$ cat config.mk
export PLATFORM = sky130hd
export DESIGN_NAME = vptt_trend
export DESIGN_NICKNAME = d
export VERILOG_FILES = /design/src/hdl/vptt_pkg.sv /design/src/hdl/vptt_trend.sv
export SDC_FILE = /design/constraint.sdc
export NUM_CORES = 2
export LEC_CHECK = 0
export ABC_AREA = 1
export BUFFER_PORTS_ARGS = -buffer_cell sky130_fd_sc_hd__buf_2
export CELL_PAD_IN_SITES_DETAIL_PLACEMENT = 1
export CELL_PAD_IN_SITES_GLOBAL_PLACEMENT = 1
export CORE_UTILIZATION = 45
export DETAILED_ROUTE_END_ITERATION = 8
export GPL_ROUTABILITY_DRIVEN = 0
export GPL_TIMING_DRIVEN = 0
export HOLD_SLACK_MARGIN = 0.02
export PLACE_DENSITY = 0.9
export SLEW_MARGIN = 30
export SYNTH_ARGS = -nofsm -noshare
export SYNTH_HDL_FRONTEND = slang
export SYNTH_SLANG_ARGS = --single-unit
$ cat constraint.sdc
create_clock -name clk -period 5.2 [get_ports clk]
set_input_delay 0.26 -clock clk [delete_from_list [all_inputs] [get_ports clk]]
set_output_delay 0.26 -clock clk [all_outputs]
set_load 0.1 [all_outputs]
$ cat src/hdl/vptt_pkg.sv
// Shared constants, register codes and types of the volume price trend tracker.
`default_nettype none

package vptt_pkg;

	localparam int MAX_WINDOW_DEF = 32;

	// field widths
	localparam int PRICE_W = 32;
	localparam int VOL_W   = 32;
	localparam int VPT_W   = 58;
	localparam int TREND_W = 2;

	// increment datapath
	localparam int FRAC_W    = 16;
	localparam int NUM_W     = PRICE_W + VOL_W;
	localparam int QUO_W     = VPT_W;
	localparam int INC_W     = QUO_W + 1;
	localparam int DIV_STEPS = QUO_W / 2;

	// configuration registers
	localparam int WIN_W      = 6;
	localparam int UP_W       = 8;
	localparam int LO_W       = 7;
	localparam int CFG_IDX_W  = 2;
	localparam int CFG_DATA_W = 8;

	localparam logic [CFG_IDX_W-1:0] REG_WINDOW_LEN = 2'd0;
	localparam logic [CFG_IDX_W-1:0] REG_UPPER_PCT  = 2'd1;
	localparam logic [CFG_IDX_W-1:0] REG_LOWER_PCT  = 2'd2;

	localparam logic [WIN_W-1:0] WINDOW_RST = 6'd20;
	localparam logic [UP_W-1:0]  UPPER_RST  = 8'd105;
	localparam logic [LO_W-1:0]  LOWER_RST  = 7'd95;

	localparam int PCT_SCALE = 100;

	localparam logic [TREND_W-1:0] TREND_NEUTRAL = 2'd0;
	localparam logic [TREND_W-1:0] TREND_BULL    = 2'd1;
	localparam logic [TREND_W-1:0] TREND_BEAR    = 2'd2;

	typedef struct packed {
		logic             busy;
		logic             sat;
		logic [QUO_W-1:0] quo;
	} div_st_t;

	typedef struct packed {
		logic clr;
		logic sweep;
		logic push;
	} hist_ctl_t;

endpackage

`default_nettype wire

$ cat src/hdl/vptt_trend.sv
// Trend decision: cross-multiplied compare of VPT against the window average.
`default_nettype none

module vptt_trend
	import vptt_pkg::*;
#(
	parameter  int MAX_WINDOW = MAX_WINDOW_DEF,
	localparam int CNT_W      = $clog2(MAX_WINDOW + 1),
	localparam int SUM_W      = VPT_W + CNT_W
)(
	input  wire logic                      clk,
	input  wire logic                      arst_n,
	input  wire logic                      start,
	input  wire logic signed [VPT_W-1:0]   vpt,
	input  wire logic        [CNT_W-1:0]   look,
	input  wire logic signed [SUM_W-1:0]   prior_sum,
	input  wire logic        [UP_W-1:0]    upper_pct,
	input  wire logic        [LO_W-1:0]    lower_pct,
	output      logic                      done,
	output      logic        [TREND_W-1:0] trend_code
);

	localparam int P_W   = VPT_W + CNT_W + 1;
	localparam int LHS_W = P_W + 8;
	localparam int RHS_W = SUM_W + UP_W + 1;
	localparam int CMP_W = ((LHS_W > RHS_W) ? LHS_W : RHS_W) + 1;

	logic                      v_s1, v_s2, v_s3, done_q;
	logic                      ok_s1, ok_s2, ok_s3;
	logic signed [SUM_W-1:0]   sum_s1;
	logic signed [VPT_W-1:0]   vpt_s1;
	logic        [CNT_W-1:0]   look_s1;
	logic signed [P_W-1:0]     p_s2;
	logic signed [RHS_W-1:0]   hu_s2, hl_s2, hu_s3, hl_s3;
	logic signed [LHS_W-1:0]   lhs_s3;
	logic        [TREND_W-1:0] trend_q;

	logic signed [CMP_W-1:0]   lhs_x, hu_x, hl_x;
	logic        [TREND_W-1:0] trend_c;

	always_ff @(posedge clk or negedge arst_n) begin
		if (!arst_n) begin
			v_s1   <= 1'b0;
			v_s2   <= 1'b0;
			v_s3   <= 1'b0;
			done_q <= 1'b0;
		end else begin
			v_s1   <= start;
			v_s2   <= v_s1;
			v_s3   <= v_s2;
			done_q <= v_s3;
		end
	end

	always_ff @(posedge clk) begin
		// s1: window sum including the newest value
		sum_s1  <= prior_sum + SUM_W'(vpt);
		vpt_s1  <= vpt;
		look_s1 <= look;
		ok_s1   <= look >= CNT_W'(2);
		// s2: products
		p_s2  <= vpt_s1 * $signed({1'b0, look_s1});
		hu_s2 <= sum_s1 * $signed({1'b0, upper_pct});
		hl_s2 <= sum_s1 * $signed({2'b0, lower_pct});
		ok_s2 <= ok_s1;
		// s3: percentage scale on the VPT side
		lhs_s3 <= p_s2 * $signed(8'(PCT_SCALE));
		hu_s3  <= hu_s2;
		hl_s3  <= hl_s2;
		ok_s3  <= ok_s2;
		if (v_s3) begin
			trend_q <= trend_c;
		end
	end

	always_comb begin
		lhs_x = CMP_W'(lhs_s3);
		hu_x  = CMP_W'(hu_s3);
		hl_x  = CMP_W'(hl_s3);
		// bullish wins over bearish
		if (!ok_s3) begin
			trend_c = TREND_NEUTRAL;
		end else if (lhs_x > hu_x) begin
			trend_c = TREND_BULL;
		end else if (hl_x > lhs_x) begin
			trend_c = TREND_BEAR;
		end else begin
			trend_c = TREND_NEUTRAL;
		end
	end

	assign done       = done_q;
	assign trend_code = trend_q;

endmodule

`default_nettype wire
==> summary.txt, run 1 <==
Outcome: stopped before the end
Stopping stage: global routing (5_1_grt)
Error: [ERROR GRT-0232] Routing congestion too high. Check the congestion heatmap in the GUI.
Post-synth net total: 13.3k
H-tree Lvls: 3
Clock sinks: 563
Root Driver: clkbuf_16
Main area contributors after synthesis: fa_1 26%, inv_1 16%, dfxtp_1 14%, ha_1 13%, nand2_1 13%
Die width: 422 um
Port bufs: 133
Ys async rst share: 0.710%
DIE HEIGHT: 422 um
Starting density of the core: 45.5%
Yosys Warn Count: 0
Syn Inst Count: 11.3k
Dpl cell area: 83100 um^2
Setup WS pre-CTS: -1.50 ns
Gr ovfl total: 21
Synth Area per Inst: 7.02 um^2
Top-area cell type share of the netlist area: 25.6%
Post-Syn Area: 79500 um^2
Predominant post-synthesis flop cell: dfxtp_1
TritonCTS Buffers: 66
GRT Total Usage: 65.8%
CTS max path bufs: 3
Ports: 149
Largest net degree at the start of global routing: 17
Count of cell types in the netlist: 49
Worst endpoint type: register data pin
Number of flops mapped to enable cells by yosys: 2
Worst Endpoint after GRT Repair: p_s2[42]$_DFF_P_/D
FP Rows: 153
Synth Register Bits: 563
DP HPWL: 298 mm
Cell taking the most area after synthesis: fa_1
Register area share after synthesis: 14.2%
Post-synth top cells: 3350 x inv_1, 2742 x nand2_1, 1015 x fa_1, 823 x ha_1, 779 x nor2_1
Most common cell in the synthesized netlist: inv_1
through the flow:
step / hold slack [ns] / std cells / setup TNS [ns]
2_1_floorplan: -0.0356 / 11319 / 0
3_3_place_gp: 0.0610 / 13777 / -156.10
3_5_place_dp: 0.0679 / 13777 / -150.84
4_1_cts: 0.0225 / 13968 / -0.0384
cells by family after synthesis:
group	after synthesis	synth area share [%]
XOR/XNOR	231	2.55
AND/OR/NAND/NOR	4048	20.4
buffers and inverters	3568	16.8
adder cells (fa/ha/maj)	1838	38.5
AO/OA/AOI/OAI	1071	7.50
flip-flops	563	14.2
layer usage:
layer	global-route usage, %	GRT overflow
met5	41.4	1
met4	65.8	7
met3	58.5	10
met2	79.0	3
met1	61.4	0
repair_timing:
item / CTS
pin swaps: 1
hold buffers: 73
endpoints found under the hold margin: 75
resized for setup: 482
buffers inserted: 0
setup endpoints to repair: 181
==> inputs of run 2 (changes only) <==
--- a/config.mk
+++ b/config.mk
@@ -7,14 +7,11 @@
 export LEC_CHECK = 0
 export ABC_AREA = 1
 export BUFFER_PORTS_ARGS = -buffer_cell sky130_fd_sc_hd__buf_2
-export CELL_PAD_IN_SITES_DETAIL_PLACEMENT = 1
-export CELL_PAD_IN_SITES_GLOBAL_PLACEMENT = 1
-export CORE_UTILIZATION = 45
+export CORE_UTILIZATION = 30
 export DETAILED_ROUTE_END_ITERATION = 8
 export GPL_ROUTABILITY_DRIVEN = 0
 export GPL_TIMING_DRIVEN = 0
-export HOLD_SLACK_MARGIN = 0.02
-export PLACE_DENSITY = 0.9
+export PLACE_DENSITY_LB_ADDON = 0.15
 export SLEW_MARGIN = 30
 export SYNTH_ARGS = -nofsm -noshare
 export SYNTH_HDL_FRONTEND = slang
==> run 2 against run 1 <==
Effect of this change: synthesized cell count did not move; synthesized area did not move; the flow now finishes without violations.
==> summary.txt, run 2 <==
Commonest non-fill, non-tap cell in the layout: inv_1
Worst Hold Class: input pin to flip-flop
Gr ovfl total: 0
DP HPWL: 278 mm (was 298 mm)
H-tree Lvls: 3 (unchanged)
Final core utilization: 34.4%
Most common cell in the synthesized netlist: inv_1 (unchanged)
Finished Layout Cells: 15.2k
DR iter-0 viols: 6100
Yosys Warn Count: 0 (unchanged)
Crit path cell chain: clkbuf_4 -> nand2_1 -> inv_1 -> fa_1 -> fa_1 -> inv_1 -> fa_1 -> fa_1 -> inv_1 -> ha_1 -> nand2_1 -> nor2_1 -> inv_1 -> nor3_1 -> nand2_1 -> nor3_1 -> nand2_1 -> nand3_1 -> nand2_1
Crit share post-route: 98.7%
Worst path slowest cell: fa_1
Startpoint Class: flip-flop
Clock sinks: 563 (unchanged)
Worst EP required: 5.77 ns
Synth Register Bits: 563 (unchanged)
Area Overhead vs Synth: 13.8%
DRT Pass-1 Iters: 8
Clk slew on worst S/H paths: 0.06 ns
Worst Skew: 0.0328 ns
CP bufs+invs: 5
Top-area cell type share of the netlist area: 25.6% (unchanged)
Vias in the first global route: 72.1k
Clock period minus worst slack: 5.13 ns
Endpoint class of the critical path: flip-flop
Number of flops mapped to enable cells by yosys: 2 (unchanged)
Port bufs: 133 (unchanged)
CTS max path bufs: 3 (unchanged)
Top flop regs: hu_s2 x73, hu_s3 x73
Worst EP arrival: 5.70 ns
Critical path type: flip-flop to flip-flop
Layout cell share with drive strength beyond 1: 7.24%
Predominant post-synthesis flop cell: dfxtp_1 (unchanged)
Worst-Skew Late Latency: 0.73 ns
CTS tree: yes
Most frequent cells in the layout: 3347 x inv_1, 2725 x nand2_1, 1013 x fa_1
Initial antenna violation count: 27
Main area contributors after synthesis: fa_1 26%, inv_1 16%, dfxtp_1 14%, ha_1 13%, nand2_1 13% (unchanged)
Max incr delay on CP: 0.51 ns
Post-synth top cells: 3350 x inv_1, 2742 x nand2_1, 1015 x fa_1, 823 x ha_1, 779 x nor2_1 (unchanged)
Measured slew at the worst slew-check pin: 1.05 ns
Synth Area per Inst: 7.02 um^2 (unchanged)
Worst slew margin: 30.1%
Outcome: completed (was stopped before the end)
Largest net degree at the start of global routing: 14
Final setup violating endpoints: 0
DRT antenna net count: 0
Starting density of the core: 30.2% (was 45.5%)
WHS Path Cells: 4
Die width: 517 um (was 422 um)
Ports: 149 (unchanged)
Die area: 267000 um^2
Cell taking the most area after synthesis: fa_1 (unchanged)
Residual DRC: 0
FP Rows: 188 (was 153)
Max-slew violation count: 0
Count of cell types in the netlist: 49 (unchanged)
WHS Endpoint: sum_s1[1]
Reg-to-Reg End: hu_s2[69]
Register area share after synthesis: 14.2% (unchanged)
Max FO, Critical Path: 10
First-pass GRT wire length: 468 mm
RSZ-0062 raised after global routing: true
Hold path start: prior_sum[1]
Fin area: 90500 um^2
CP most frequent cell: nand2_1
TritonCTS Buffers: 71 (was 66)
Post-Syn Area: 79500 um^2 (unchanged)
Crit Reg-Reg Startpoint: sum_s1[63]
Dpl cell area: 84700 um^2 (was 83100 um^2)
FF-to-FF setup slack: 0.07 ns
Max-Cap Viols: 0
Worst path depth: 19
Total wire length: 319 mm
Routed wire per std cell: 21.0 um
Syn Inst Count: 11.3k (unchanged)
Fmax: 195 MHz
GRT met3 Usage: 3.81%
Ys async rst share: 0.710% (unchanged)
Via count: 71.3k
Crit path max-delay family: adder cells
# nets final: 13.6k
Cell count after placement: 15.0k (was 13.8k)
Core area: 263000 um^2
Root Driver: clkbuf_16 (unchanged)
Met1 GRT Util: 34.2%
GR Util met2: 36.6%
Post-synth net total: 13.3k (unchanged)
GRT Total Usage: 23.9%
DIE HEIGHT: 517 um (was 422 um)
Setup TNS Final: 0 ns
Worst Reg2Reg Path Length in Cells: 19
Hold Vio Cnt, Final: 0
Gr busiest metal: met2
Drt via density: 4.69
-- run 2: cell counts after synthesis --
No cell type changed its count.
-- run 2: stage by stage --
step | hold WS (ns) | setup slack [ns]
final | 0.0477 | 0.0698
after global routing | 0.0470 | -0.0658
after CTS | 0.00472 | -0.0185
after detailed placement | 0.0675 | -1.48
after global placement | 0.0617 | -2.00
after floorplan | -0.0356 | 0.644
-- run 2: cell families (layout without fill, tap and decap cells) --
group	Yosys count	count (layout)	share of synthesized area, %
AOI/OAI and AO/OA	1071	1071	7.50
adders and majority gates	1838	1838	38.5
and+or+nand+nor	4048	4048	20.4
DFF	563	563	14.2
buffers and inverters	3568	3914	16.8
other	0	17	0
xor gates and xnor gates	231	231	2.55
-- run 2: worst reg2reg max path, cell delays in order (launching register included) --
cell and delay (ns):
dfxtp_4 0.47, clkbuf_4 0.31, nand2_1 0.08, inv_1 0.14
fa_1 0.45, fa_1 0.51, inv_1 0.06, fa_1 0.49
fa_1 0.50, inv_1 0.04, ha_1 0.47, nand2_1 0.17
nor2_1 0.17, inv_1 0.09, nor3_1 0.31, nand2_1 0.13
nor3_1 0.24, nand2_1 0.18, nand3_1 0.10, nand2_1 0.09
-- run 2: cell type report --
| class | instances | area [um^2] |
|---|---|---|
| plain buffers | 201 | 1460 |
| flip-flops and latches | 563 | 11500 |
| diodes | 17 | 42.5 |
| well taps | 3515 | 4400 |
| clock inverters | 39 | 632 |
| repair buffers | 224 | 1570 |
| multi-input cells | 7188 | 56400 |
| inverters | 3363 | 12600 |
| clock buffers | 87 | 1920 |
| fillers | 28678 | 173000 |
-- run 2: layer usage --
layer	up-vias	share of wire, %
li1	33795	-
met1	34462	46
met2	2670	42
met3	372	7.9
met4	6	3.6
met5	-	0.023
-- run 2: how the worst max path moves through the flow --
stage | from | to | slack, ns
global route | sum_s1[44] | hl_s2[71] | -0.07
finish | sum_s1[63] | hu_s2[69] | 0.07
CTS | sum_s1[5] | hl_s2[29] | -0.02
detailed placement | upper_pct[4] | hu_s2[67] | -1.48
floorplan | lower_pct[4] | hl_s2[54] | 0.64
global placement | upper_pct[0] | hu_s2[72] | -2.00
-- run 2: timing repair --
| action | in CTS | in global routing |
|---|---|---|
| gates resized for setup | 386 | 397 |
| pin swaps | 0 | 15 |
| setup endpoints to repair | 168 | 123 |
| endpoints found under the hold margin | 74 | 0 |
| gates cloned | 0 | 0 |
| setup buffers | 0 | 13 |
| hold buffers | 72 | 0 |
Power of run 2 is not shown: default switching activity piles up to over one toggle a cycle in this logic, so the estimate is an artifact.
