## src/hdl/vptt_pkg.sv

```systemverilog
// Shared constants, register codes and types of the volume price trend tracker.
`default_nettype none

package vptt_pkg;

	localparam int MAX_WINDOW_DEF = 32;

	// field widths
	localparam int PRICE_W = 32;
	localparam int VOL_W   = 32;
	localparam int VPT_W   = 58;
	localparam int TREND_W = 2;

	// increment datapath
	localparam int FRAC_W    = 16;
	localparam int NUM_W     = PRICE_W + VOL_W;
	localparam int QUO_W     = VPT_W;
	localparam int INC_W     = QUO_W + 1;
	localparam int DIV_STEPS = QUO_W / 2;

	// configuration registers
	localparam int WIN_W      = 6;
	localparam int UP_W       = 8;
	localparam int LO_W       = 7;
	localparam int CFG_IDX_W  = 2;
	localparam int CFG_DATA_W = 8;

	localparam logic [CFG_IDX_W-1:0] REG_WINDOW_LEN = 2'd0;
	localparam logic [CFG_IDX_W-1:0] REG_UPPER_PCT  = 2'd1;
	localparam logic [CFG_IDX_W-1:0] REG_LOWER_PCT  = 2'd2;

	localparam logic [WIN_W-1:0] WINDOW_RST = 6'd20;
	localparam logic [UP_W-1:0]  UPPER_RST  = 8'd105;
	localparam logic [LO_W-1:0]  LOWER_RST  = 7'd95;

	localparam int PCT_SCALE = 100;

	localparam logic [TREND_W-1:0] TREND_NEUTRAL = 2'd0;
	localparam logic [TREND_W-1:0] TREND_BULL    = 2'd1;
	localparam logic [TREND_W-1:0] TREND_BEAR    = 2'd2;

	typedef struct packed {
		logic             busy;
		logic             sat;
		logic [QUO_W-1:0] quo;
	} div_st_t;

	typedef struct packed {
		logic clr;
		logic sweep;
		logic push;
	} hist_ctl_t;

endpackage

`default_nettype wire

```

## src/hdl/vptt_hist.sv

```systemverilog
// VPT history ring in a synchronous memory, with the lookback sum sweep.
`default_nettype none

module vptt_hist
	import vptt_pkg::*;
#(
	parameter  int MAX_WINDOW = MAX_WINDOW_DEF,
	localparam int CNT_W      = $clog2(MAX_WINDOW + 1),
	localparam int PTR_W      = $clog2(MAX_WINDOW),
	localparam int SUM_W      = VPT_W + CNT_W
)(
	input  wire logic                    clk,
	input  wire logic                    arst_n,
	input  wire hist_ctl_t               ctl,
	input  wire logic        [CNT_W-1:0] lim,
	input  wire logic signed [VPT_W-1:0] push_data,
	output      logic                    busy,
	output      logic        [CNT_W-1:0] look,
	output      logic signed [SUM_W-1:0] prior_sum
);

	logic signed [VPT_W-1:0] mem [MAX_WINDOW];

	logic        [PTR_W-1:0] ptr_q;
	logic        [CNT_W-1:0] cnt_q;
	logic        [PTR_W-1:0] rd_idx_q;
	logic        [CNT_W-1:0] left_q;
	logic        [CNT_W-1:0] look_q;
	logic                    rd_v_s1;
	logic signed [VPT_W-1:0] rdata_s1;
	logic signed [SUM_W-1:0] acc_q;

	logic                    rd_en;
	logic        [CNT_W-1:0] cnt_nx;
	logic        [CNT_W-1:0] look_c;
	logic        [CNT_W-1:0] nreads_c;
	logic        [PTR_W-1:0] ptr_prev;
	logic        [PTR_W-1:0] ptr_next;
	logic        [PTR_W-1:0] rd_prev;

	assign rd_en = left_q != '0;

	always_comb begin
		cnt_nx   = (cnt_q == CNT_W'(MAX_WINDOW)) ? cnt_q : cnt_q + 1'b1;
		look_c   = (cnt_nx < lim) ? cnt_nx : lim;
		// the newest value is the bar in flight, not yet in memory
		nreads_c = (look_c >= CNT_W'(2)) ? look_c - 1'b1 : '0;
		ptr_prev = (ptr_q == '0) ? PTR_W'(MAX_WINDOW - 1) : ptr_q - 1'b1;
		ptr_next = (ptr_q == PTR_W'(MAX_WINDOW - 1)) ? '0 : ptr_q + 1'b1;
		rd_prev  = (rd_idx_q == '0) ? PTR_W'(MAX_WINDOW - 1) : rd_idx_q - 1'b1;
	end

	always_ff @(posedge clk) begin
		if (ctl.push) begin
			mem[ptr_q] <= push_data;
		end
		if (rd_en) begin
			rdata_s1 <= mem[rd_idx_q];
		end
	end

	always_ff @(posedge clk or negedge arst_n) begin
		if (!arst_n) begin
			ptr_q    <= '0;
			cnt_q    <= '0;
			rd_idx_q <= '0;
			left_q   <= '0;
			look_q   <= '0;
			rd_v_s1  <= 1'b0;
			acc_q    <= '0;
		end else begin
			rd_v_s1 <= rd_en;
			if (ctl.clr) begin
				ptr_q  <= '0;
				cnt_q  <= '0;
				left_q <= '0;
			end else if (ctl.sweep) begin
				look_q   <= look_c;
				left_q   <= nreads_c;
				rd_idx_q <= ptr_prev;
				acc_q    <= '0;
			end else begin
				if (rd_en) begin
					rd_idx_q <= rd_prev;
					left_q   <= left_q - 1'b1;
				end
				if (rd_v_s1) begin
					acc_q <= acc_q + SUM_W'(rdata_s1);
				end
				if (ctl.push) begin
					ptr_q <= ptr_next;
					cnt_q <= cnt_nx;
				end
			end
		end
	end

	assign busy      = rd_en || rd_v_s1;
	assign look      = look_q;
	assign prior_sum = acc_q;

endmodule

`default_nettype wire

```

## config.mk

```make
export PLATFORM = sky130hd
export DESIGN_NAME = vptt_hist
export DESIGN_NICKNAME = d
export VERILOG_FILES = /design/src/hdl/vptt_pkg.sv /design/src/hdl/vptt_hist.sv
export SDC_FILE = /design/constraint.sdc
export NUM_CORES = 2
export LEC_CHECK = 0
export BUFFER_PORTS_ARGS = -buffer_cell sky130_fd_sc_hd__buf_4
export CELL_PAD_IN_SITES_DETAIL_PLACEMENT = 1
export CELL_PAD_IN_SITES_GLOBAL_PLACEMENT = 1
export CORE_MARGIN = 2
export CORE_UTILIZATION = 50
export DETAILED_ROUTE_END_ITERATION = 7
export PLACE_DENSITY = 0.78
export SYNTH_ARGS = -nofsm -noshare
export SYNTH_HDL_FRONTEND = slang
export SYNTH_SLANG_ARGS = --single-unit
```

## constraint.sdc

```tcl
create_clock -name clk -period 3.8 [get_ports clk]
set_input_delay 0.76 -clock clk [delete_from_list [all_inputs] [get_ports clk]]
set_output_delay 0.76 -clock clk [all_outputs]
set_load 0.01 [all_outputs]
```

### Word-level counts from Yosys, hierarchy flattened

Memory sizes are Yosys's and may differ from the RTL's. A register that Yosys moved wholly into a read port is not among the register bits.
Index checks and enable logic that the tools add are counted.

| operators by class | value |
|---|---|
| $lt $le $gt $ge | 2 |
| muxes and demuxes | 21 |
| bitwise logic cells | 1 |
| eq/ne operators | 3 |
| reduce and logical (&&, ||, !) cells | 12 |
| add/sub/neg operators | 7 |

Operator list:

| cell | number |
|---|---|
| $mux W64 | 2 |
| $add A64 B58 Y64 | 1 |
| $mux W6 | 9 |
| $mux W5 | 8 |
| $sub A6 B1 Y6 const B | 2 |
| $logic_not A5 Y1 | 2 |
| $sub A5 B1 Y5 const B | 2 |
| $reduce_and A2 Y1 | 4 |
| $add A6 B1 Y6 const B | 1 |
| $eq A6 B6 Y1 const B | 1 |
| $ge A6 B2 Y1 const B | 1 |
| $lt A6 B6 Y1 | 1 |
| $reduce_bool A2 Y1 | 3 |
| $reduce_bool A6 Y1 | 1 |
| $add A5 B1 Y5 const B | 1 |
| $eq A5 B5 Y1 const B | 1 |
| $reduce_bool A3 Y1 | 1 |
| $mux W1 | 2 |
| $ne A2 B1 Y1 const B | 1 |
| $logic_or A1 B1 Y1 | 1 |
| $not A1 Y1 | 1 |

| word-level totals | value |
|---|---|
| register bits | 93 |
| memories kept | 1 |
| bits in writable memories | 1,856 |
| output and inout port bits | 71 |

Memory list:

| memory | depth | bits a word | read ports | clocked after Yosys merged registers in | write ports | line | RTL |
|---|---|---|---|---|---|---|---|
| mem | 32 | 58 | 1 | 1 | 1 | vptt_hist.sv:22 | `logic signed [VPT_W-1:0] mem [MAX_WINDOW];` |

### Longest topological paths before layout

| logic depth | value |
|---|---|
| depth in word-level cells | 8 |
| gate-level depth with buffers | 14 |
| gate-level depth less buffers | 13 |

### Least setup slack after synthesis

OpenSTA, ideal clock, no wires.

| path | value |
|---|---|
| path type | flip-flop to flip-flop |
| from | register ptr_q[2] |
| to | memory mem[10][0] (enable) |
| buffers on the path | 1 |
| data required time | 3,326 ps |
| arrival time | 3,560 ps |
| setup slack | -234 ps |
| period minus slack after synthesis | 4,034 ps |
| stages on the path, launching flop included | 4 |
| setup time | 474 ps |
| cells stage by stage | dfrtp_1 > clkbuf_1 > or3b_2 > nor2_1 |

RTL lines:

| what | line | RTL |
|---|---|---|
| from (decl) | vptt_hist.sv:24 | `logic [PTR_W-1:0] ptr_q;` |
| from (signal assigned) | vptt_hist.sv:91 | `ptr_q <= ptr_next;` |
| to (decl) | vptt_hist.sv:22 |  |

No word-level cell before the write port.

### Final worst setup path

| path | value |
|---|---|
| from | register acc_q[0] (netlist: prior_sum[0]) |
| to | register acc_q[54] (netlist: prior_sum[54]) |

| between the ends | value |
|---|---|
| longest elaborated chain between the ends | 3 |

RTL lines:

| what | line | RTL |
|---|---|---|
| from (decl) | vptt_hist.sv:31 | `logic signed [SUM_W-1:0] acc_q;` |
| from (signal assigned) | vptt_hist.sv:88 | `acc_q <= acc_q + SUM_W'(rdata_s1);` |
| $add A64 B58 Y64 | vptt_hist.sv:88 |  |
| $mux W64 | vptt_hist.sv:87 | `if (rd_v_s1) begin` |
| $mux W64 | vptt_hist.sv:77 | `end else if (ctl.sweep) begin` |

Every way passes these cells. The select of a mux whose other input is x is not followed.
A chain may end at the register's enable or synchronous reset.

==> results.sh <==
export IMPL_cts_buffers=193
export IMPL_gp_congestion=0.862
export IMPL_clk_latency_ns=0.85
export IMPL_crit_path_max_incr_delay_ns=0.44
export IMPL_swShare_pct=30.1
export IMPL_reg2reg_depth=14
export IMPL_hp_class="primary input to register"
export IMPL_critPathMaxFanout=3
export IMPL_path_class="register to register"
export IMPL_dp_cells=6015
export IMPL_start_util_pct=50.4
export IMPL_routed_wl_mm=222
export IMPL_crit_top_cell="a21oi_1"
export IMPL_drive_above_1_share_pct=28.8
export IMPL_synth_top_area_share_pct=71.9
export IMPL_synth_area_leaders="edfxtp_1 72%, mux4_2 16%, dfrtp_1 2.9%"
export IMPL_hold_viol_final=0
export IMPL_grt_use_total_pct=27.6
export IMPL_path_cells="ha_1, fa_1, a211o_1, a211oi_1, nor3_1, o21a_1, a211oi_2, o21ai_1, a21oi_1, buf_4, o21bai_1, a21oi_1, xnor2_1, o21ai_0"
export IMPL_worstHoldPathCells=2
export IMPL_synth_xor_area_share_pct=0.843
export IMPL_power_frac_seq_pct=40.5
export IMPL_cellLeakagePower_uw=0.0304
export IMPL_layout_cells_non_filler=6383
export IMPL_cp_depth=14
export IMPL_post_cts_setup_buffers=0
export IMPL_worst_slew_pin_slew_ns=1.15
export IMPL_synthArstFlopShare_pct=4.63
export IMPL_synth_simple_area_share_pct=2.76
export IMPL_cts_root_buf="clkbuf_16"
export IMPL_r2r_setup_slack_ns=0.20
export IMPL_cts_clk_slew_worst_paths_ns=0.06
export IMPL_portBuffers=139
export IMPL_synth_adder_area_share_pct=1.25
export IMPL_finalNetCount=4287
export IMPL_dr_pass1_iters=5
export IMPL_design_core_area_um2=159000
export IMPL_antenna_found_initial=21
export IMPL_postRouteAntennaNets=0
export IMPL_ys_ff_latch=2007
export IMPL_drv_slew=0
export IMPL_synth_mux_area_share_pct=16.5
export IMPL_fin_skew_ns=0.0541
export IMPL_grt_ovfl_total=0
export IMPL_yosysTopAreaCell="edfxtp_1"
export IMPL_clock_path_buffers=3
export IMPL_die_y_um=404
export IMPL_ys_warn_count=0
export IMPL_synth_top_family_by_area="multiplexers"
export IMPL_clock_sinks=2007
export IMPL_timing_rr_start="prior_sum[0]"
export IMPL_pwr_share_clk_pct=31.2
export IMPL_status="finished, final reports clean"
export IMPL_worstSetupEndpointType="register"
export IMPL_path_delay_family="compound AO/OA/AOI/OAI gates"
export IMPL_max_freq_mhz=278
export IMPL_dp_hpwl_mm=124
export IMPL_r2r_end="prior_sum[54]"
export IMPL_routedWlPerCell_um=34.9
export IMPL_path_buf_inv=1
export IMPL_arrival_ns=4.26
export IMPL_setup_viol=0
export IMPL_via_count=41360
export IMPL_syn_avg_cell_area_um2=20.8
export IMPL_holdPathEnd="cnt_q[3]"
export IMPL_syn_num_nets=3986
export IMPL_vdd_ir_drop_worst_mv=0.603
export IMPL_grt_max_degree=74
export IMPL_die_area_um2=163000
export IMPL_grt_pass1_vias=44089
export IMPL_row_count=146
export IMPL_grt_pass1_wl_mm=318
export IMPL_drt_iter0_markers=5082
export IMPL_vias_per_cell=6.48
export IMPL_synth_edf_count=1914
export IMPL_synth_seq_area_share_pct=74.8
export IMPL_finalCritPeriodShare_pct=94.7
export IMPL_power_switching_uw=19300
export IMPL_yosysMostFrequentCell="edfxtp_1"
export IMPL_synth_compound_area_share_pct=2.70
export IMPL_place_area_um2=85200
export IMPL_pin_count=140
export IMPL_slew_limit_headroom_pct=22.9
export IMPL_drc_errors=0
export IMPL_cts_tree="built"
export IMPL_fin_crit_ns=3.60
export IMPL_p_comb_share_pct=28.2
export IMPL_syn_cell_area_um2=80000
export IMPL_cellPowerDensity_nw_per_um2=696
export IMPL_ys_types=83
export IMPL_htree_num_levels=4
export IMPL_die_w_um=404
export IMPL_area_growth_pct=14.8
export IMPL_syn_inst=3838
export IMPL_cap_violations=0
export IMPL_hold_start="ctl[2]"
export IMPL_p_int_uw=44700
export IMPL_synth_top_flop_cell="edfxtp_1"
export IMPL_worst_ep_required_time_ns=4.46
export IMPL_critPathSlowestCell="fa_1"
export IMPL_rsz0062_at_grt="false"
export IMPL_postLayoutCellArea_um2=91800
export IMPL_synth_common_cells="1914 x edfxtp_1, 580 x mux4_2, 290 x nand2_1"
export IMPL_start_kind="register"
==> kinds of logic (layout without fill, tap and decap cells) <==
| kind of cell | after synthesis | after routing |
|---|---|---|
| other | 0 | 7 |
| flip-flops | 2007 | 2007 |
| buffers and inverters | 234 | 700 |
| XOR/XNOR | 77 | 77 |
| multiplexers | 591 | 591 |
| AO/OA/AOI/OAI | 339 | 339 |
| AND/OR/NAND/NOR | 511 | 511 |
| adder cells (fa/ha/maj) | 79 | 79 |
==> sequential cells by signal, summed over array words and instances (netlist names) <==
signal     cells
prior_sum     64
cnt_q          6
ptr_q          5
left_q         6
mem         1856
rd_idx_q       5
rdata_s1      58
look           6
rd_v_s1        1
==> final cells by class <==
cell class | count | area [µm²]
clock inverter | 126 | 1470
antenna | 7 | 17.5
multi-input combinational | 1597 | 19500
fill | 13473 | 66700
tap | 2072 | 2590
timing repair buffer | 308 | 3240
inverter | 32 | 123
sequential | 2007 | 59800
clock buffer | 234 | 5080
==> through the flow <==
| stage | hold WS [ns] | total power (µW) | worst slack [ns] | setup TNS [ns] | util (%) |
|---|---|---|---|---|---|
| final | 0.234 | 63900 | 0.203 | 0 | 57.9 |
| after global placement | 0.466 | 43700 | 0.119 | 0 | 53.8 |
| after global routing | 0.219 | 66000 | 0.0139 | 0 | 57.9 |
| after floorplan | 0.464 | 38000 | -0.234 | -54.39 | - |
| after CTS | 0.190 | 64100 | 0.136 | 0 | 57.9 |
| after detailed placement | 0.487 | 44100 | 0.141 | 0 | 53.8 |
==> worst register-to-register path: stages, from the launching register on <==
cell	delay [ns]
dfrtp_1	0.40
ha_1	0.24
fa_1	0.44
a211o_1	0.30
a211oi_1	0.29
nor3_1	0.17
o21a_1	0.25
a211oi_2	0.26
o21ai_1	0.16
a21oi_1	0.20
buf_4	0.17
o21bai_1	0.10
a21oi_1	0.20
xnor2_1	0.15
o21ai_0	0.10
==> repair_timing <==
item                       4_1_cts  5_1_grt
gates resized for setup          0        3
hold endpoints to repair        38        0
hold buffers                     1        0
setup endpoints to repair        0        2
==> power groups by stage <==
stage | Sequential (µW) | Clock (µW) | Combinational [µW]
3_3_place_gp | 26300 | 0 | 17400
3_5_place_dp | 26400 | 0 | 17700
4_1_cts | 25900 | 20200 | 18000
5_1_grt | 26000 | 20800 | 19200
2_1_floorplan | 26000 | 0 | 12000
6_report | 25900 | 20000 | 18000
==> layer usage <==
| layer | global-route usage (%) | share of wire, % | vias up |
|---|---|---|---|
| met5 | 0 | 0.068 | - |
| met4 | 10.3 | 3.9 | 24 |
| met3 | 8.06 | 11 | 555 |
| met2 | 44.8 | 49 | 2437 |
| met1 | 35.5 | 36 | 21858 |
| li1 | - | - | 16486 |
==> placed cells by master, fill, tap and decap left out, drive strengths merged, types with 5 or more instances in the layout <==
cell,n
diode,7
clkinvlp,7
mux4,580
and3,5
nor2,103
a31oi,8
mux2i,10
a22o,10
nand2b,6
or3,11
nor2b,6
nand4,28
o21ai,116
and2,5
ha,78
o21a,9
bufinv,27
xor2,34
a21o,45
nor4,7
a211oi,10
nand3,19
o21bai,12
a21oi,91
clkbuf,234
buf,307
edfxtp,1914
inv,37
nor3,15
clkinv,87
dfrtp,93
xnor2,43
nand2,290
==> worst max-delay path by stage <==
stage,start,to,slack (ns)
floorplan,ptr_q[2],mem[10][0],-0.23
global placement,prior_sum[0],prior_sum[56],0.12
detailed placement,prior_sum[0],prior_sum[56],0.14
CTS,prior_sum[0],prior_sum[60],0.14
global route,prior_sum[0],prior_sum[60],0.01
finish,prior_sum[0],prior_sum[54],0.20
(Power assumes the default switching activity.)
