[config.mk]
export PLATFORM = sky130hd
export DESIGN_NAME = vptt_div
export DESIGN_NICKNAME = d
export VERILOG_FILES = /design/src/hdl/vptt_pkg.sv /design/src/hdl/vptt_div.sv
export SDC_FILE = /design/constraint.sdc
export NUM_CORES = 1
export LEC_CHECK = 0
export BUFFER_PORTS_ARGS = -buffer_cell sky130_fd_sc_hd__clkbuf_2
export CAP_MARGIN = 10
export CELL_PAD_IN_SITES_DETAIL_PLACEMENT = 1
export CELL_PAD_IN_SITES_GLOBAL_PLACEMENT = 1
export CORE_MARGIN = 2
export CORE_UTILIZATION = 48
export CTS_CLUSTER_DIAMETER = 200
export CTS_CLUSTER_SIZE = 8
export DETAILED_ROUTE_END_ITERATION = 6
export PLACE_DENSITY = 0.87
export SYNTH_ARGS = -nofsm -noshare
export SYNTH_HDL_FRONTEND = slang
export SYNTH_SLANG_ARGS = --single-unit
[constraint.sdc]
create_clock -name clk -period 8 [get_ports clk]
set_input_delay 1.6 -clock clk [delete_from_list [all_inputs] [get_ports clk]]
set_output_delay 1.6 -clock clk [all_outputs]
set_load 0.02 [all_outputs]
[src/hdl/vptt_pkg.sv]
// Shared constants, register codes and types of the volume price trend tracker.
`default_nettype none

package vptt_pkg;

	localparam int MAX_WINDOW_DEF = 32;

	// field widths
	localparam int PRICE_W = 32;
	localparam int VOL_W   = 32;
	localparam int VPT_W   = 58;
	localparam int TREND_W = 2;

	// increment datapath
	localparam int FRAC_W    = 16;
	localparam int NUM_W     = PRICE_W + VOL_W;
	localparam int QUO_W     = VPT_W;
	localparam int INC_W     = QUO_W + 1;
	localparam int DIV_STEPS = QUO_W / 2;

	// configuration registers
	localparam int WIN_W      = 6;
	localparam int UP_W       = 8;
	localparam int LO_W       = 7;
	localparam int CFG_IDX_W  = 2;
	localparam int CFG_DATA_W = 8;

	localparam logic [CFG_IDX_W-1:0] REG_WINDOW_LEN = 2'd0;
	localparam logic [CFG_IDX_W-1:0] REG_UPPER_PCT  = 2'd1;
	localparam logic [CFG_IDX_W-1:0] REG_LOWER_PCT  = 2'd2;

	localparam logic [WIN_W-1:0] WINDOW_RST = 6'd20;
	localparam logic [UP_W-1:0]  UPPER_RST  = 8'd105;
	localparam logic [LO_W-1:0]  LOWER_RST  = 7'd95;

	localparam int PCT_SCALE = 100;

	localparam logic [TREND_W-1:0] TREND_NEUTRAL = 2'd0;
	localparam logic [TREND_W-1:0] TREND_BULL    = 2'd1;
	localparam logic [TREND_W-1:0] TREND_BEAR    = 2'd2;

	typedef struct packed {
		logic             busy;
		logic             sat;
		logic [QUO_W-1:0] quo;
	} div_st_t;

	typedef struct packed {
		logic clr;
		logic sweep;
		logic push;
	} hist_ctl_t;

endpackage

`default_nettype wire

[src/hdl/vptt_div.sv]
// Radix-4 restoring divider for the scaled VPT increment, with overflow detect.
`default_nettype none

module vptt_div
	import vptt_pkg::*;
(
	input  wire logic               clk,
	input  wire logic               arst_n,
	input  wire logic               start,
	input  wire logic [NUM_W-1:0]   num,
	input  wire logic [PRICE_W-1:0] den,
	output      div_st_t            st
);

	localparam int HI_LSB = QUO_W - FRAC_W;
	localparam int STEP_W = $clog2(DIV_STEPS);

	logic [PRICE_W-1:0] rem_q;
	logic [PRICE_W-1:0] den_q;
	logic [QUO_W-1:0]   sh_q;
	logic [STEP_W-1:0]  step_q;
	logic               busy_q;
	logic               sat_q;

	logic [PRICE_W:0]   t1, t2;
	logic               g1, g2;
	logic [PRICE_W-1:0] r1, r2;
	logic [PRICE_W-1:0] hi_part;

	assign hi_part = PRICE_W'(num[NUM_W-1:HI_LSB]);

	always_comb begin
		t1 = {rem_q, sh_q[QUO_W-1]};
		g1 = t1 >= {1'b0, den_q};
		r1 = g1 ? PRICE_W'(t1 - {1'b0, den_q}) : t1[PRICE_W-1:0];
		t2 = {r1, sh_q[QUO_W-2]};
		g2 = t2 >= {1'b0, den_q};
		r2 = g2 ? PRICE_W'(t2 - {1'b0, den_q}) : t2[PRICE_W-1:0];
	end

	always_ff @(posedge clk or negedge arst_n) begin
		if (!arst_n) begin
			busy_q <= 1'b0;
			sat_q  <= 1'b0;
			step_q <= '0;
		end else if (start) begin
			// quotient of 2^58 or more saturates
			if (hi_part >= den) begin
				sat_q  <= 1'b1;
				busy_q <= 1'b0;
			end else begin
				sat_q  <= 1'b0;
				busy_q <= 1'b1;
			end
			step_q <= STEP_W'(DIV_STEPS - 1);
		end else if (busy_q) begin
			step_q <= step_q - 1'b1;
			if (step_q == '0) begin
				busy_q <= 1'b0;
			end
		end
	end

	// dividend bits leave the top, quotient bits enter at the bottom
	always_ff @(posedge clk) begin
		if (start) begin
			rem_q <= hi_part;
			den_q <= den;
			sh_q  <= {num[HI_LSB-1:0], FRAC_W'(0)};
		end else if (busy_q) begin
			rem_q <= r2;
			sh_q  <= {sh_q[QUO_W-3:0], g1, g2};
		end
	end

	assign st.busy = busy_q;
	assign st.sat  = sat_q;
	assign st.quo  = sh_q;

endmodule

`default_nettype wire

## Yosys cells after proc, flatten, opt, wreduce, memory -nomap -nowiden

Cells that the tools add are included.

- Reductions and logical operators: 2
- $lt $le $gt $ge: 3
- Muxes and demuxes: 13
- $add $sub $neg: 3

Operator list:

| operator | count |
|---|---|
| 58-bit two-way mux | 2 |
| 33-bit by 32-bit >= comparator with 1-bit output | 2 |
| 32-bit two-way mux | 2 |
| 32-bit subtractor | 2 |
| 22-bit two-way mux | 2 |
| 22-bit by 32-bit >= comparator with 1-bit output | 1 |
| 5-bit two-way mux | 2 |
| 5-bit zero test | 1 |
| 1-bit two-way mux | 5 |
| 5-bit by 1-bit subtractor with 5-bit output (second input constant) | 1 |
| 2-bit nonzero test | 1 |

- Flip-flop bits (word level): 129
- Output and inout port bits: 60
- Bits of input ports: 99
- Logic and storage cells: 29

## Depth between registers and ports, before layout

Gate-level depths: netlist of run 1.

- Depth in word-level cells: 6
- Depth in mapped cells: 27
- Mapped depth without buffers: 23

## Least setup slack after synthesis of run 1

Ideal clock, no wire load.

- Kind: register to register
- Start: register rem_q[4]
- End: register rem_q[10], data pin
- Period minus slack after synthesis: 5.258 ns
- Slack: 2.742 ns
- Buffers on the path: 5
- Setup time: 0.270 ns
- Required time: 7.730 ns
- Arrival: 4.987 ns
- Cell stages (with the launch flop): 25
- Cell sequence: edfxtp_1 ha_1 buf_2 nand3_1 o211ai_1 a221oi_2 o211ai_1 o21ai_1 o211ai_2 buf_6 clkbuf_1 a21oi_1 ha_1 nor2b_1 o2111a_1 o311ai_1 a31oi_2 a31oi_4 a211o_1 o211ai_2 or2_1 buf_6 buf_4 o21ai_1 a21oi_1

- Longest elaborated chain between the ends: 6
- Elaborated cells on any way between the ends: 8
- Classes of those cells: add/sub (2); order compare (2); mux (4)

Ends and longest elaborated chain:

| element | line | RTL |
|---|---|---|
| from (decl) | vptt_div.sv:18 | `logic [PRICE_W-1:0] rem_q;` |
| from (signal assigned) | vptt_div.sv:67 | `rem_q <= hi_part;` |
| from (signal assigned) | vptt_div.sv:71 | `rem_q <= r2;` |
| 32-bit subtractor / 33-bit by 32-bit >= comparator with 1-bit output (equally long branches) | vptt_div.sv:35, vptt_div.sv:34 |  |
| 32-bit two-way mux (*) | vptt_div.sv:35 | `r1 = g1 ? PRICE_W'(t1 - {1'b0, den_q}) : t1[PRICE_W-1:0];` |
| 32-bit subtractor / 33-bit by 32-bit >= comparator with 1-bit output (equally long branches) | vptt_div.sv:38, vptt_div.sv:37 |  |
| 32-bit two-way mux (*) | vptt_div.sv:38 | `r2 = g2 ? PRICE_W'(t2 - {1'b0, den_q}) : t2[PRICE_W-1:0];` |
| 22-bit two-way mux (*) | vptt_div.sv:70 | `end else if (busy_q) begin` |
| 22-bit two-way mux (*) | vptt_div.sv:66 | `if (start) begin` |

Every way passes the cells marked *; elsewhere a longest branch is shown, timed or not. The select of a mux whose other input is x is not followed.
A chain may end at the register's enable or synchronous reset.

## Worst setup path after layout of run 1

- Start: register rem_q[1]
- End: register rem_q[20], data pin

Same word-level chain as after synthesis.

==> results.py, run 1 <==
metrics = {
    "sta": {
        "slew_headroom": 0.445,
        "setup_tns_ps": 0,
        "rsz0062_at_grt": "no",
        "fin_ws_ps": 1210,
        "worstMarginPinSlew_ps": 819,
        "setup_viol": 0,
        "hold_viol_final": 0,
        "final_max_slew_viol_count": 0,
        "finalCritPeriodShare": 0.849,
        "finClkSkew_ps": 10.3,
        "fin_crit_ps": 6790,
        "fmax_ghz": 0.147,
    },
    "logic_synthesis": {
        "synthArstFlopShare": 0.0543,
        "syn_area_per_cell_um2": 9.37,
        "syn-num-nets": 1205,
        "synth_cells": 1016,
        "yosys_warnings": 0,
        "ys.flop_type": "edfxtp_1",
        "yosysTopAreaCell": "edfxtp_1",
        "yosysSeqAreaShare": 0.376,
        "synthesis.area_um2": 9520,
        "synth.area.top_cells": "edfxtp_1, ha_1, dfxtp_1, a21oi_1, a22o_1",
        "ys_types": 80,
        "ys_ff_latch": 129,
        "yosys.area.top_type_share": 0.303,
        "synth_edf_count": 96,
    },
    "global_routing": {
        "grt_use_met3": 0.0760,
        "grt_max_degree": 64,
        "grt_use_met1": 0.399,
        "antenna_found_initial": 0,
        "grt-ovfl-total": 0,
        "grt.total_usage": 0.326,
        "grt-busiest-layer": "met2",
        "grt_pass1_wl_um": 52400,
        "use_met2": 0.556,
        "grt_pass1_vias": 9434,
    },
    "place": {
        "dpl.hpwl_um": 23200,
        "place_area_um2": 10500,
        "gp_congestion": 0.997,
        "dp_slack_ps": 1550,
        "portBuffers": 158,
    },
    "cts": {
        "cts_made_buffers": 17,
        "cts_root_buf": "clkbuf_16",
        "cts_tree": "built",
        "cts_max_level": 4,
        "clk-insertion-delay-late_ps": 450,
        "post_cts_hold_buffer_count": 0,
        "clock-sinks": 129,
        "clk_pin_slew_ps": 70,
        "clock_path_buffers": 2,
        "post_cts_resized": 0,
        "cts_setup_buffers": 0,
    },
    "layout": {
        "syn2layout_area_growth_pct": 16.9,
        "multiInputGateArea_um2": 5450,
        "final_common_cell": "clkbuf_2",
        "seqCellArea_um2": 3580,
        "nets": 1343,
        "antenna-diode-count": 0,
        "drive_gt1_frac": 0.204,
        "fin_area_um2": 11100,
        "final_cell_mix": "clkbuf_2, edfxtp_1, ha_1",
        "fillers": 2273,
    },
    "worst_setup_path": {
        "crit_path_start_kind": "register",
        "crit_fanout": 26,
        "critPathKind": "register to register",
        "path_delay_family": "compound AO/OA/AOI/OAI gates",
        "endpoint_kind": "register",
        "cp_cell_sequence": "ha_1, a21oi_1, o21ai_1, a221oi_2, o211ai_1, o21ai_1, o211ai_4, buf_4, mux2_2, ha_1, a21oi_1, o21ai_0, nor2_1, a31oi_2, a31oi_4, a211o_1, o211ai_2, or2_1, buf_4, nor2_1, a221o_1",
        "slowest_delay_ps": 530,
        "arrival_ps": 6980,
        "slowest_stage": "a221oi_2",
        "path_buf_inv": 2,
        "reg2reg_slack_ps": 1210,
        "required_ps": 8190,
    },
    "route": {
        "drtAntennaViolNets": 0,
        "post_drt_via_cell_ratio": 6.25,
        "wirelength_um": 33500,
        "vias": 8945,
        "dr.pass1.iters": 5,
        "drtIter0Drc": 701,
        "wire_per_inst_um": 23.4,
        "drc": 0,
    },
    "floorplan": {
        "core_um2": 19500,
        "die_y_um": 145,
        "start_util": 0.489,
        "dieArea_um2": 21000,
        "die_x_um": 145,
        "row_count": 51,
        "ioPinCount": 159,
    },
    "power_and_ir_drop": {
        "leakage_nw": 5.19,
        "power.density_nw_per_um2": 502,
        "ir_drop_mv": 0.230,
    },
    "flow_run": {
        "cap_violations": 0,
    },
    "worst_hold_path": {
        "hp-class": "register to register",
    },
    "run_status": {
        "status": "complete, no violations",
    },
}
## routing by layer
layer | vias up | part of all wire | wire [um]
li1 | 4046 | - | -
met1 | 4439 | 0.40 | 13400
met2 | 375 | 0.49 | 16600
met3 | 85 | 0.072 | 2410
met4 | 0 | 0.034 | 1130
met5 | - | 0 | 0
## area by class of cell
type	instances	share of cell area
multi-input cells	764	0.489
well taps	265	0.0298
clock buffers	17	0.0382
inverters	75	0.0253
flip-flops and latches	129	0.322
clock inverters	15	0.0185
repair buffers	167	0.0773
## where the power goes
| group | switching [W] | total, W | internal, W |
|---|---|---|---|
| registers | 0.0000965 | 0.000984 | 0.000887 |
| clock network | 0.000378 | 0.000860 | 0.000482 |
| logic | 0.00231 | 0.00374 | 0.00143 |
## synthesized netlist by cell type (3+ instances only)
| cell | n |
|---|---|
| o211ai_1 | 4 |
| a31oi_1 | 15 |
| or3_1 | 6 |
| nand4_1 | 6 |
| nand2b_1 | 6 |
| a211oi_1 | 10 |
| buf_4 | 6 |
| inv_1 | 74 |
| ha_1 | 88 |
| and2_1 | 3 |
| o21ai_0 | 54 |
| mux2i_1 | 20 |
| clkbuf_1 | 26 |
| nor2_1 | 87 |
| nor3_1 | 19 |
| o221ai_1 | 3 |
| and3_1 | 7 |
| o2111ai_1 | 3 |
| o21ai_1 | 5 |
| mux2_2 | 19 |
| a41oi_1 | 4 |
| a311oi_1 | 5 |
| dfrtp_1 | 7 |
| nor2b_1 | 8 |
| o211a_1 | 3 |
| xor2_1 | 20 |
| a22o_1 | 39 |
| nand3_1 | 19 |
| or4_1 | 3 |
| buf_2 | 6 |
| xnor2_1 | 34 |
| a21o_1 | 37 |
| a221o_1 | 4 |
| a21oi_1 | 85 |
| edfxtp_1 | 96 |
| a211o_1 | 4 |
| dfxtp_1 | 26 |
| o21bai_1 | 7 |
| nand2_1 | 81 |
| o21a_1 | 7 |
| buf_1 | 6 |
| a21boi_0 | 3 |
## cell families (layout without fill, tap and decap cells)
| kind of cell | count (synthesis) | count (layout) | synth area share |
|---|---|---|---|
| AO/OA/AOI/OAI | 317 | 317 | 0.228 |
| XOR/XNOR | 54 | 54 | 0.0497 |
| adder cells (fa/ha/maj) | 90 | 90 | 0.120 |
| multiplexers | 39 | 39 | 0.0435 |
| buffers and inverters | 123 | 274 | 0.0535 |
| AND/OR/NAND/NOR | 264 | 264 | 0.130 |
| flip-flops | 129 | 129 | 0.376 |
## per-stage QoR
step                      hold slack, ps  cells   util  total power [W]
after floorplan                      464   1016      -          0.00363
after global placement               476   1400  0.540          0.00437
after detailed placement             483   1400  0.540          0.00450
after CTS                            527   1432  0.572          0.00549
after global routing                 565   1432  0.572          0.00592
final                                522   1432  0.572          0.00559
## registers in the layout, indices dropped and copies added (netlist names)
register	flops
step_q	5
busy_q	1
sat_q	1
den_q	32
sh_q	58
rem_q	32
## worst paths after layout
path,start,to,cells past startpoint
hold reg to reg,rem_q[26],rem_q[26],2
min in group asynchronous,arst_n,step_q[3],1
setup / recovery,rem_q[1],rem_q[20],21
hold / removal,rem_q[26],rem_q[26],2
setup reg to reg,rem_q[1],rem_q[20],21
max in group asynchronous,arst_n,busy_q,1
## tightest hold or removal path: stages, from the launching register on
cell	delay (ps)
dfxtp_1	330
nor2_1	90
a211oi_1	50
(Power assumes the default switching activity.)
==> run 2, diff against run 1 <==
--- a/config.mk
+++ b/config.mk
@@ -10,11 +10,11 @@
 export CELL_PAD_IN_SITES_DETAIL_PLACEMENT = 1
 export CELL_PAD_IN_SITES_GLOBAL_PLACEMENT = 1
 export CORE_MARGIN = 2
-export CORE_UTILIZATION = 48
+export CORE_UTILIZATION = 44
 export CTS_CLUSTER_DIAMETER = 200
 export CTS_CLUSTER_SIZE = 8
 export DETAILED_ROUTE_END_ITERATION = 6
-export PLACE_DENSITY = 0.87
+export PLACE_DENSITY = 0.8
 export SYNTH_ARGS = -nofsm -noshare
 export SYNTH_HDL_FRONTEND = slang
 export SYNTH_SLANG_ARGS = --single-unit
==> constraint.sdc (replaced) <==
create_clock -name clk -period 7 [get_ports clk]
set_input_delay 1.4 -clock clk [delete_from_list [all_inputs] [get_ports clk]]
set_output_delay 1.4 -clock clk [all_outputs]
set_load 0.02 [all_outputs]
==> run 2 against run 1 <==
Combinational power rose by 14%. Sequential share of layout area fell by 0.19 points. Die area rose by 8.8%. First-iteration DRC count fell by 19%. Sequential cell count did not move.
==> results.py, run 2 (synthesized netlist as in run 1, its figures left out) <==
metrics = {
    "route": {
        "wirelength_um": 31800,
        "post_drt_via_cell_ratio": 6.01,
        "drc": 0,
        "dr.pass1.iters": 5,
        "wire_per_inst_um": 22.0,
        "vias": 8697,
        "drtIter0Drc": 567,
        "drtAntennaViolNets": 0,
    },
    "place": {
        "portBuffers": 158,
        "dpl.hpwl_um": 23700,
        "place_area_um2": 10600,
        "gp_congestion": 0.900,
    },
    "sta": {
        "finClkSkew_ps": 10.3,
        "hold_viol_final": 0,
        "setup_tns_ps": 0,
        "setup_viol": 0,
        "finalCritPeriodShare": 0.901,
        "rsz0062_at_grt": "no",
        "holdWs_ps": 505,
        "fmax_ghz": 0.159,
        "fin_crit_ps": 6310,
        "worstMarginPinSlew_ps": 877,
        "final_max_slew_viol_count": 0,
        "slew_headroom": 0.416,
    },
    "power_and_ir_drop": {
        "power.density_nw_per_um2": 569,
        "ir_drop_mv": 0.269,
        "leakage_nw": 5.21,
    },
    "worst_hold_path": {
        "hp-class": "register to register",
    },
    "flow_run": {
        "cap_violations": 0,
    },
    "floorplan": {
        "die_y_um": 151,
        "core_um2": 21200,
        "die_x_um": 151,
        "row_count": 53,
        "ioPinCount": 159,
        "dieArea_um2": 22800,
        "start_util": 0.450,
    },
    "worst_setup_path": {
        "critPathKind": "register to register",
        "endpoint_kind": "register",
        "reg2reg_slack_ps": 690,
        "crit_path_start_kind": "register",
        "required_ps": 7340,
        "crit_fanout": 37,
        "arrival_ps": 6650,
    },
    "layout": {
        "final_cell_mix": "clkbuf_2, edfxtp_1, ha_1",
        "largest_reg_flops": 58,
        "reg_top3": "sh_q: 58 flops, den_q: 32 flops, rem_q: 32 flops",
        "syn2layout_area_growth_pct": 17.6,
        "fillers": 2465,
        "fin_area_um2": 11200,
        "drive_gt1_frac": 0.207,
        "final_core_util": 0.529,
        "final_common_cell": "clkbuf_2",
        "nets": 1347,
        "regMostFlops": "sh_q",
        "antenna-diode-count": 0,
    },
    "cts": {
        "clk_pin_slew_ps": 70,
        "clk-insertion-delay-late_ps": 440,
        "cts_root_buf": "clkbuf_16",
        "post_cts_hold_buffer_count": 0,
        "cts_max_level": 4,
        "cts_setup_buffers": 0,
        "post_cts_resized": 0,
        "clock-sinks": 129,
        "cts_tree": "built",
        "clock_path_buffers": 2,
        "cts_made_buffers": 17,
    },
    "global_routing": {
        "grt_max_degree": 71,
        "grt_pass1_wl_um": 49800,
        "antenna_found_initial": 1,
        "grt.total_usage": 0.284,
        "grt-ovfl-total": 0,
        "grt_pass1_vias": 9203,
    },
    "run_status": {
        "status": "complete, no violations",
    },
}
## run 2: changes by cell type in the layout (fill, tap and decap cells not counted), sizes merged
cell	delta
inv	-3
buf	+4
clkinv	+3
## run 2: final timing paths
| check | start | end | cells after the start |
|---|---|---|---|
| setup reg to reg | rem_q[3] | rem_q[24] | 22 |
| hold / removal | rem_q[23] | rem_q[23] | 2 |
| min in group asynchronous | arst_n | step_q[1] | 1 |
| max in group asynchronous | arst_n | busy_q | 1 |
| setup / recovery | rem_q[3] | rem_q[24] | 22 |
| hold reg to reg | rem_q[23] | rem_q[23] | 2 |
## run 2: final cells by class
class	instances	area, um^2	area share
inverters	75	282	0.0251
repair buffers	171	903	0.0807
clock inverters	15	216	0.0193
clock buffers	17	425	0.0380
multi-input cells	764	5450	0.486
well taps	275	344	0.0307
flip-flops and latches	129	3580	0.320
## run 2: worst max-delay path, stage by stage, from the launching register on
cell,delay [ps]
edfxtp_1,400
ha_1,410
a21oi_1,190
o211ai_1,160
a221oi_2,540
o211ai_1,190
o21ai_1,270
o211ai_4,260
buf_4,380
mux2_2,360
ha_1,400
a21oi_1,100
o21ai_0,310
nor2_1,100
a31oi_2,340
a31oi_4,190
a211o_1,320
o211ai_2,110
buf_4,300
nor2_4,60
buf_12,150
or3_1,370
a311oi_1,260
## run 2: where the power goes
part	switching (W)	leakage, nW	internal [W]	total (W)
logic	0.00258	3.60	0.00169	0.00427
clock network	0.000429	0.313	0.000552	0.000981
registers	0.0000987	1.30	0.00101	0.00111
total	0.00311	5.21	0.00326	0.00637
## run 2: per-stage QoR
step,total power (W),setup slack [ps],cells
after floorplan,0.00414,1740,1016
after global placement,0.00510,1140,1414
after detailed placement,0.00524,952,1414
after CTS,0.00630,785,1446
after global routing,0.00679,384,1446
final,0.00637,693,1446
## run 2: per-layer routing
| metal | vias up | GRT usage | routed length (um) |
|---|---|---|---|
| met3 | 68 | 0.0557 | 1710 |
| li1 | 4033 | - | - |
| met5 | - | 0 | 0 |
| met4 | 0 | 0.0963 | 840 |
| met1 | 4315 | 0.360 | 13500 |
| met2 | 281 | 0.484 | 15700 |
